===== src/rtl/core/ebba_pkg.sv =====
package ebba_pkg;

  localparam int CAPACITY   = 4096;
  localparam int NUM_BANKS  = 8;
  localparam int BANK_DEPTH = CAPACITY / NUM_BANKS;
  localparam int ROW_W      = $clog2(BANK_DEPTH);
  localparam int POS_W      = $clog2(CAPACITY + 1);
  localparam int DATA_W     = 64;
  localparam int OFF_W      = 14;
  localparam int NEWPOS_W   = 13;
  localparam int SUM_W      = ((POS_W > OFF_W) ? POS_W : OFF_W) + 2;

  localparam logic [1:0] BO_BIG = 2'd2;

  typedef enum logic [1:0] {
    OP_READ     = 2'd0,
    OP_WRITE    = 2'd1,
    OP_SEEK_REL = 2'd2,
    OP_SEEK_ABS = 2'd3
  } op_t;

  typedef enum logic [1:0] {
    ST_CLEAR,
    ST_IDLE,
    ST_EXEC
  } state_t;

  typedef struct packed {
    logic [2:0] lo;
    logic [1:0] width_code;
    logic       big;
    logic       sign_extend;
  } lane_ctrl_t;

endpackage


===== src/rtl/core/ebba_byte_lanes.sv =====
module ebba_byte_lanes (
  input  ebba_pkg::lane_ctrl_t                     ctrl,
  input  logic [ebba_pkg::DATA_W-1:0]              write_data,
  input  logic [ebba_pkg::NUM_BANKS-1:0][7:0]      bank_rdata,
  output logic [ebba_pkg::NUM_BANKS-1:0][7:0]      bank_wdata,
  output logic [ebba_pkg::NUM_BANKS-1:0]           lane_en,
  output logic [ebba_pkg::DATA_W-1:0]              read_value
);

  logic [3:0]                                n;
  logic [ebba_pkg::NUM_BANKS-1:0][7:0]       ordered;
  logic [ebba_pkg::DATA_W-1:0]               raw;
  logic [2:0]                                src;
  logic [2:0]                                idx;

  always_comb begin
    n = 4'd1 << ctrl.width_code;
    // rotate bank outputs so that entry i is the byte at cursor + i
    for (int i = 0; i < ebba_pkg::NUM_BANKS; i++) begin
      ordered[i] = bank_rdata[3'(ctrl.lo + 3'(i))];
    end
    raw = '0;
    for (int j = 0; j < ebba_pkg::NUM_BANKS; j++) begin
      src = ctrl.big ? 3'(n - 4'd1 - 4'(j)) : 3'(j);
      raw[j*8 +: 8] = (4'(j) < n) ? ordered[src] : 8'h00;
    end
    read_value = raw;
    if (ctrl.sign_extend) begin
      case (ctrl.width_code)
        2'd0: if (raw[7])  read_value = {{56{1'b1}}, raw[7:0]};
        2'd1: if (raw[15]) read_value = {{48{1'b1}}, raw[15:0]};
        2'd2: if (raw[31]) read_value = {{32{1'b1}}, raw[31:0]};
        default: read_value = raw;
      endcase
    end
    // scatter: bank b holds access byte (b - lo) mod 8
    for (int b = 0; b < ebba_pkg::NUM_BANKS; b++) begin
      idx = 3'(3'(b) - ctrl.lo);
      lane_en[b] = {1'b0, idx} < n;
      src = ctrl.big ? 3'(n - 4'd1 - {1'b0, idx}) : idx;
      bank_wdata[b] = write_data[{src, 3'b000} +: 8];
    end
  end

endmodule


===== config.mk =====
export PLATFORM = sky130hd
export DESIGN_NAME = ebba_byte_lanes
export DESIGN_NICKNAME = d
export VERILOG_FILES = /design/src/rtl/core/ebba_pkg.sv /design/src/rtl/core/ebba_byte_lanes.sv
export SDC_FILE = /design/constraint.sdc
export NUM_CORES = 1
export LEC_CHECK = 0
export ABC_AREA = 0
export BUFFER_PORTS_ARGS = -buffer_cell sky130_fd_sc_hd__buf_2
export CAP_MARGIN = 5
export CORE_MARGIN = 3
export CORE_UTILIZATION = 60
export DETAILED_ROUTE_END_ITERATION = 16
export PLACE_DENSITY = 0.9
export SLEW_MARGIN = 10
export SYNTH_ARGS = -nofsm -noshare
export SYNTH_HDL_FRONTEND = slang
export SYNTH_SLANG_ARGS = --single-unit

===== constraint.sdc =====
create_clock -name vclk -period 12.6
set_input_delay 1.26 -clock vclk [all_inputs]
set_output_delay 1.26 -clock vclk [all_outputs]
set_load 0.01 [all_outputs]

==> reports/results.txt <==
die area: 17500 µm²
Fin. Hold Viols: 0
worst setup margin: 5.03 ns
Reg power frac: 0
layout cell share with drive strength beyond 1: 0.307
Tot GR Track Use: 0.416
Initial Util: 0.622
Row Count: 45
DIE HEIGHT: 132 µm
I/O Buffers: 271
DRT Wirelength: 39.0 mm
unrepaired setup endpoints after global routing: no
Synth cell types: 63
pre-CTS setup slack: 5.18 ns
setup_tns: 0 ns
cell internal pwr: 0.345 mW
Synthesis Warnings: 0
Post-CTS Setup Repair Bufs: 0
arrival time of the worst setup path: 6.31 ns
CLK BUF: 0
M2 GR Usage: 0.645
largest net degree at the start of global routing: 58
Yosys top cell by area: mux2i_1
dpl hpwl: 29.0 mm
worst path required time: 11.34 ns
Non-Filler Instances: 1717
NetSw: 0.511 mW
syn_area_per_cell: 7.19 µm²
routed wire length per instance: 22.7 µm
met3 Usage GRT: 0.110
clock group share of total power: 0
first-pass GRT wire length: 60.6 mm
final slew viol count: 0
initial antenna violation count: 1
Synth top cells by count: nand2_1, mux2i_1, nor2_1
status: finished clean
count leader, synth: nand2_1
grt ovf: 0
Layout Area Growth over Synthesis: 14.2%
Hold Crit Depth: 6
drt drc: 0
Net Sw Frac: 0.597
Pre-antenna DRT Iters: 7
top cells by area, synth: mux2i_1, mux4_2, nand2_1
vias post-DR: 12477
vias in the first global route: 11335
Post-Syn Nets: 1491
ANT cells: 0
gp weighted congestion: 1.04
Startpoint Class: primary input
Power, Total: 0.856 mW
Max-slew headroom: 0.207
Mapped Cells: 1328
placed cell count: 1717
sequential cells: 0
Hold Path Class: in -> out
post-layout util: 0.710
Post-Layout Inst Area: 10900 µm²
final setup fails: 0
crit path kind: in -> out
Detail Route Antenna Nets: 0
Min Hold Slack: 3.06 ns
1st-iter DRT viols: 2052
Resized Gates After CTS: 0
grt peak-use layer: met2
core area: 15400 µm²
Register Area: 0 µm²
Static Leak: 5.07 nW
Logic pwr share: 1.000
Ports: 271
P per Cell Area: 78.4 nW/µm²
FMAX: 132 MHz
Worst Tran Pin Value: 1.18 ns
Nets: 1671
Max-Cap Viols: 0
Mapped Area: 9550 µm²
routing usage on met1: 0.538
Die X: 132 µm
Critical Path Fanout Max: 57
vias per cell: 7.27
minimum clock period: 7.57 ns
cts hold-fix bufs: 0
Tcrit/Tclk final: 0.600
sequential fraction of the synthesis area: 0
Max VDD drop: 0.0484 mV
Area after DPL: 10900 µm²
area share of the largest cell type after synthesis: 0.156
Critical Path End Type: output port
## worst paths after layout
check                       from        endpoint
setup / recovery         ctrl[5]  read_value[20]
hold / removal    write_data[36]   bank_wdata[4]
## cells in the final DEF (no fill, tap or decap), types with 3 or more instances in the layout
| cell type | count |
|---|---|
| nor2b_1 | 9 |
| inv_1 | 16 |
| a22oi_1 | 13 |
| o21a_1 | 5 |
| nor2b_2 | 3 |
| a21oi_1 | 31 |
| o31ai_1 | 4 |
| o221ai_1 | 26 |
| o311a_1 | 4 |
| buf_4 | 25 |
| nand3_1 | 33 |
| mux4_2 | 66 |
| nor2_1 | 83 |
| o211ai_1 | 10 |
| a22o_1 | 12 |
| fa_1 | 4 |
| xor2_1 | 3 |
| mux2i_1 | 148 |
| a221o_1 | 7 |
| mux2_2 | 68 |
| xnor2_1 | 8 |
| nand2b_1 | 4 |
| nand2_1 | 311 |
| nor3_1 | 8 |
| a31oi_1 | 35 |
| o21ai_0 | 61 |
| buf_2 | 271 |
| o221a_2 | 9 |
| o22ai_1 | 33 |
| o22a_1 | 9 |
| ha_1 | 23 |
| a32oi_1 | 4 |
| inv_2 | 3 |
| a21o_1 | 15 |
| o21bai_1 | 4 |
| and2_1 | 37 |
| a221oi_1 | 8 |
| a211oi_1 | 55 |
| a31o_2 | 4 |
## area by class of cell
cell class                      count  area, µm²
Tap cell                          211        264
Inverter                           20       75.1
Timing Repair Buffer              296       1540
Multi-Input combinational cell   1190       9020
Fill cell                        1282       4460
## critical path, stage by stage
cell and delay [ns]:
buf_2 0.07, buf_4 0.64, inv_1 0.34, ha_2 0.44, buf_4 0.51, mux2i_1 0.36, mux2i_1 0.17, mux4_2 0.52
and4_4 0.21, o311a_1 0.46, nor2_2 0.81, o21ai_0 0.28, buf_2 0.22
## power by group through the flow
stage / Sequential (mW) / Clock (mW) / Combinational (mW)
4_1_cts: 0 / 0 / 0.829
3_5_place_dp: 0 / 0 / 0.826
3_3_place_gp: 0 / 0 / 0.807
2_1_floorplan: 0 / 0 / 0.556
6_report: 0 / 0 / 0.856
5_1_grt: 0 / 0 / 0.911
## cell families (layout without fill, tap and decap cells)
| kind of cell | after synthesis | count (layout) | synth area share |
|---|---|---|---|
| simple gates | 500 | 500 | 0.220 |
| compound gates | 364 | 364 | 0.270 |
| mux | 284 | 284 | 0.393 |
| buf+inv | 138 | 316 | 0.0612 |
| fa+ha+maj | 28 | 28 | 0.0398 |
| xor+xnor | 14 | 14 | 0.0156 |
## metal layers
metal  up-vias  wire, µm
met5         -        13
met4         2      2560
met2      1169     17100
met3       264      5840
met1      5650     13500
li1       5392         -
No activity file was read; power rests on OpenSTA's default activity.
