### config.mk
export PLATFORM = sky130hd
export DESIGN_NAME = ebba_bank_ram
export DESIGN_NICKNAME = d
export VERILOG_FILES = /design/src/rtl/core/ebba_pkg.sv /design/src/rtl/core/ebba_bank_ram.sv
export SDC_FILE = /design/constraint.sdc
export NUM_CORES = 2
export LEC_CHECK = 0
export BUFFER_PORTS_ARGS = -buffer_cell sky130_fd_sc_hd__buf_2
export CAP_MARGIN = 25
export CORE_MARGIN = 5
export CORE_UTILIZATION = 50
export DETAILED_ROUTE_END_ITERATION = 12
export PLACE_DENSITY = 0.68
export SLEW_MARGIN = 20
export SYNTH_ARGS = -nofsm -noshare
export SYNTH_HDL_FRONTEND = slang
export SYNTH_SLANG_ARGS = --single-unit
### constraint.sdc
create_clock -name clk -period 2.5 [get_ports clk]
set_input_delay 0.125 -clock clk [delete_from_list [all_inputs] [get_ports clk]]
set_output_delay 0.125 -clock clk [all_outputs]
set_load 0.02 [all_outputs]
### src/rtl/core/ebba_pkg.sv
package ebba_pkg;

  localparam int CAPACITY   = 4096;
  localparam int NUM_BANKS  = 8;
  localparam int BANK_DEPTH = CAPACITY / NUM_BANKS;
  localparam int ROW_W      = $clog2(BANK_DEPTH);
  localparam int POS_W      = $clog2(CAPACITY + 1);
  localparam int DATA_W     = 64;
  localparam int OFF_W      = 14;
  localparam int NEWPOS_W   = 13;
  localparam int SUM_W      = ((POS_W > OFF_W) ? POS_W : OFF_W) + 2;

  localparam logic [1:0] BO_BIG = 2'd2;

  typedef enum logic [1:0] {
    OP_READ     = 2'd0,
    OP_WRITE    = 2'd1,
    OP_SEEK_REL = 2'd2,
    OP_SEEK_ABS = 2'd3
  } op_t;

  typedef enum logic [1:0] {
    ST_CLEAR,
    ST_IDLE,
    ST_EXEC
  } state_t;

  typedef struct packed {
    logic [2:0] lo;
    logic [1:0] width_code;
    logic       big;
    logic       sign_extend;
  } lane_ctrl_t;

endpackage

### src/rtl/core/ebba_bank_ram.sv
module ebba_bank_ram (
  input  logic                       clk,
  input  logic                       we,
  input  logic [ebba_pkg::ROW_W-1:0] addr,
  input  logic [7:0]                 wdata,
  output logic [7:0]                 rdata
);

  logic [7:0] mem [ebba_pkg::BANK_DEPTH];
  logic [7:0] rdata_r;

  always_ff @(posedge clk) begin
    if (we) begin
      mem[addr] <= wdata;
    end
    rdata_r <= mem[addr];
  end

  assign rdata = rdata_r;

endmodule

==> metrics.json <==
{
  "violations": {"value": "setup timing"},
  "yosys.area_share.adder": {"value": 0, "unit": "%"},
  "post_cts.repair.setup_buffers": {"value": 0},
  "critical_path.reg2reg.startpoint": {"value": "mem[7][7]"},
  "hold_path_depth": {"value": 5},
  "synth-edff-count": {"value": 4096},
  "clk_transition_reported_paths": {"value": 0.06, "unit": "ns"},
  "critical_path_class": {"value": "reg2reg"},
  "worstSkewPairLatency": {"value": 1.00, "unit": "ns"},
  "min_tclk_post_route": {"value": 2.92, "unit": "ns"},
  "clock_tree_from_tritoncts": {"value": "built"},
  "initial_utilization": {"value": 50.2, "unit": "%"},
  "grt_pass1_vias": {"value": 87300},
  "synthesized_area_fraction_occupied_by_ao_oa_aoi_and_oai_cells": {"value": 3.43, "unit": "%"},
  "mappedNetlistArea": {"value": 158000, "unit": "µm²"},
  "run_status": {"value": "complete, but fails checks"},
  "power.total": {"value": 144, "unit": "mW"},
  "whs": {"value": 0.0833, "unit": "ns"},
  "floorplan.die.height": {"value": 573, "unit": "µm"},
  "min_to": {"value": "mem[476][1]"},
  "design.final.nets": {"value": 9336},
  "r2r_setup_slack": {"value": -0.42, "unit": "ns"},
  "clock_sink_count": {"value": 4104},
  "setup-violations-final": {"value": 6},
  "worst-path-max-fanout": {"value": 1},
  "number_of_warnings_reported_in_the_yosys_synthesis_log": {"value": 0},
  "ctsHtreeMaxLevel": {"value": 5},
  "mappedNetlistNets": {"value": 7594},
  "die_area": {"value": 328000, "unit": "µm²"},
  "critPathCaptureType": {"value": "flop"},
  "cts.path.max_buffers": {"value": 4},
  "worst_hold_startpoint": {"value": "we"},
  "grt_setup_unrepaired": {"value": "yes"},
  "post_route_cells_drive_above_1_share": {"value": 34.7, "unit": "%"},
  "ys_seq_area_share": {"value": 77.8, "unit": "%"},
  "postSynthRegisterBits": {"value": 4104},
  "worst_ir_drop_vdd": {"value": 0.590, "unit": "mV"},
  "yosys-mux-area-fraction": {"value": 14.5, "unit": "%"},
  "worst_slew_margin_rel": {"value": 26.4, "unit": "%"},
  "synthXorXnorAreaFrac": {"value": 0, "unit": "%"},
  "synth_cell_type_count": {"value": 67},
  "routed_wire_length": {"value": 444000, "unit": "µm"},
  "numPortBuffers": {"value": 26},
  "globalRouteOverflowTotal": {"value": 0},
  "number_of_remaining_drc_errors": {"value": 0},
  "report.final.hold_viol_count": {"value": 0},
  "post_synth_inst_count": {"value": 7575},
  "gp_congestion": {"value": 0.978},
  "reg2regPathDepth": {"value": 8},
  "postPlaceCellArea": {"value": 178000, "unit": "µm²"},
  "drt_first_pass_iters": {"value": 6},
  "vias_per_cell": {"value": 6.31},
  "fin_crit_sh": {"value": 117, "unit": "%"},
  "io-pin-count": {"value": 27},
  "detailedRoute.firstIterationViolations": {"value": 12300},
  "synthArstFlopShare": {"value": 0, "unit": "%"},
  "endpoint_of_the_worst_register_to_register_path": {"value": "rdata[7]"},
  "final_cell_area": {"value": 191000, "unit": "µm²"},
  "clock_tree.root_cell": {"value": "sky130_fd_sc_hd__clkbuf_16"},
  "synth_top_family_by_area": {"value": "multiplexers"},
  "maxCapViolCount": {"value": 0},
  "synth_flop_cell": {"value": "sky130_fd_sc_hd__edfxtp_1"},
  "core": {"value": 315000, "unit": "µm²"},
  "leakagePower": {"value": 63.9, "unit": "nW"},
  "groute.usage.overall": {"value": 26.7, "unit": "%"},
  "antenna_found_initial": {"value": 22},
  "critPathArrivalTime": {"value": 3.71, "unit": "ns"},
  "area_delta_synth_final": {"value": 20.9, "unit": "%"},
  "ant_nets": {"value": 0},
  "maxSlewViolCount": {"value": 0},
  "postSynthAreaPerCell": {"value": 20.9, "unit": "µm²"},
  "num_vias": {"value": 87200},
  "timing.clock.skew": {"value": 0.0846, "unit": "ns"},
  "num_rows": {"value": 206},
  "place_hpwl": {"value": 298000, "unit": "µm"},
  "post-synth-top-count-cell": {"value": "sky130_fd_sc_hd__edfxtp_1"},
  "path_category_of_the_worst_min_delay_check": {"value": "in2reg"},
  "grt_first_pass_wirelength": {"value": 636000, "unit": "µm"},
  "final-instance-count-excl-fill": {"value": 13800},
  "yosys.area_share.simple": {"value": 2.74, "unit": "%"},
  "cts_buf_count": {"value": 400},
  "worst_slack": {"value": -0.422, "unit": "ns"},
  "synth_largest_type_area_fraction": {"value": 77.7, "unit": "%"},
  "max_freq": {"value": 342, "unit": "MHz"},
  "critPathLaunchType": {"value": "flop"},
  "critical_path_required": {"value": 3.29, "unit": "ns"},
  "leading_area_contributor_after_synthesis": {"value": "sky130_fd_sc_hd__edfxtp_1"},
  "worstMarginPinSlew": {"value": 1.10, "unit": "ns"},
  "floorplan.die.width": {"value": 573, "unit": "µm"},
  "synth_area_leaders": {"value": "sky130_fd_sc_hd__edfxtp_1 78%, sky130_fd_sc_hd__mux4_2 12%, sky130_fd_sc_hd__mux2i_1 2.7%, sky130_fd_sc_hd__nor2_1 1.3%, sky130_fd_sc_hd__a22oi_1 0.85%"},
  "final.setup.tns": {"value": -1.50, "unit": "ns"},
  "maximum_number_of_pins_on_one_net_before_global_route_repair": {"value": 129},
  "cell_count_after_placement": {"value": 13100},
  "routedWlPerCell": {"value": 32.1, "unit": "µm"},
  "power_density": {"value": 753, "unit": "nW/µm²"},
  "ys_top_cells_by_count": {"value": "4096 x sky130_fd_sc_hd__edfxtp_1, 816 x sky130_fd_sc_hd__mux4_2, 548 x sky130_fd_sc_hd__nor2_1"}
}
## cells by family after synthesis
group	count (synthesis)
AOI/OAI and AO/OA	758
buffers and inverters	487
DFF	4104
muxes	1268
and+or+nand+nor	958
## power by group
part	internal [mW]	switching (mW)	total, mW
logic	2.97	4.64	7.61
registers	75.8	0.0752	75.8
clock network	34.4	26.2	60.6
## per-layer routing
metal / vias to the layer above / share of wire [%] / global-route usage, %
li1: 35300 / - / -
met1: 45600 / 37 / 37.6
met5: - / 0.0043 / 0
met4: 2 / 4.4 / 10.2
met2: 5459 / 46 / 41.0
met3: 881 / 12 / 6.50
## worst max-delay path by stage
| stage | from | to | slack [ns] |
|---|---|---|---|
| 6_report | mem[7][7] | rdata[7] | -0.42 |
| 5_1_grt | mem[7][7] | rdata[7] | -0.43 |
| 4_1_cts | mem[7][7] | rdata[7] | -0.48 |
| 3_5_place_dp | addr[0] | rdata[7] | -1.54 |
| 3_3_place_gp | addr[1] | rdata[3] | -1.67 |
| 2_1_floorplan | addr[0] | mem[463][0] | -0.07 |
## critical path, cell delays in order (launching register included)
cell and delay, ns:
sky130_fd_sc_hd__edfxtp_1 0.36, sky130_fd_sc_hd__mux4_2 0.49, sky130_fd_sc_hd__a22o_1 0.24, sky130_fd_sc_hd__a221oi_4 0.26
sky130_fd_sc_hd__a31oi_4 0.20, sky130_fd_sc_hd__nor4_4 0.66, sky130_fd_sc_hd__buf_4 0.22, sky130_fd_sc_hd__nor4bb_4 0.19
sky130_fd_sc_hd__nand4_1 0.14
## state kept, by name, indices dropped and copies added (netlist names)
| signal | count |
|---|---|
| rdata | 8 |
| mem | 4096 |
## per-stage QoR
stage          utilization (%)  setup slack [ns]
3_5_place_dp              56.3             -1.54
2_1_floorplan                -           -0.0735
4_1_cts                   60.7            -0.476
6_report                  60.7            -0.422
5_1_grt                   60.7            -0.426
3_3_place_gp              56.3             -1.67
## final cells by class
cell class	count	area (µm²)
inverter	4	20.0
multi-input combinational	2984	33500
sequential	4104	123000
timing repair buffer	1823	16200
clock buffer	465	10300
tap	4160	5200
clock inverter	272	2980
fill	21500	124000
antenna	17	42.5
## what timing repair did
item	CTS	global route
hold buffers	8	0
gates resized for setup	60	35
cloned	0	0
endpoints found under the hold margin	3307	0
pin swaps	22	16
endpoints found under the setup margin	7	8
## layout by cell type, fill, tap and decap left out, types with 74 or more instances in the layout
cell,Yosys,routed
sky130_fd_sc_hd__clkinv_2,0,80
sky130_fd_sc_hd__nor2_1,548,538
sky130_fd_sc_hd__clkbuf_16,0,401
sky130_fd_sc_hd__edfxtp_1,4096,4096
sky130_fd_sc_hd__buf_12,3,195
sky130_fd_sc_hd__o22ai_1,118,117
sky130_fd_sc_hd__mux2i_1,434,432
sky130_fd_sc_hd__nand2_1,130,123
sky130_fd_sc_hd__mux4_2,816,816
sky130_fd_sc_hd__a22oi_1,180,178
sky130_fd_sc_hd__clkinv_1,0,90
sky130_fd_sc_hd__buf_4,56,1592
sky130_fd_sc_hd__a21oi_1,77,74
sky130_fd_sc_hd__a221oi_1,91,79
Power figures use the tool's default switching activity.
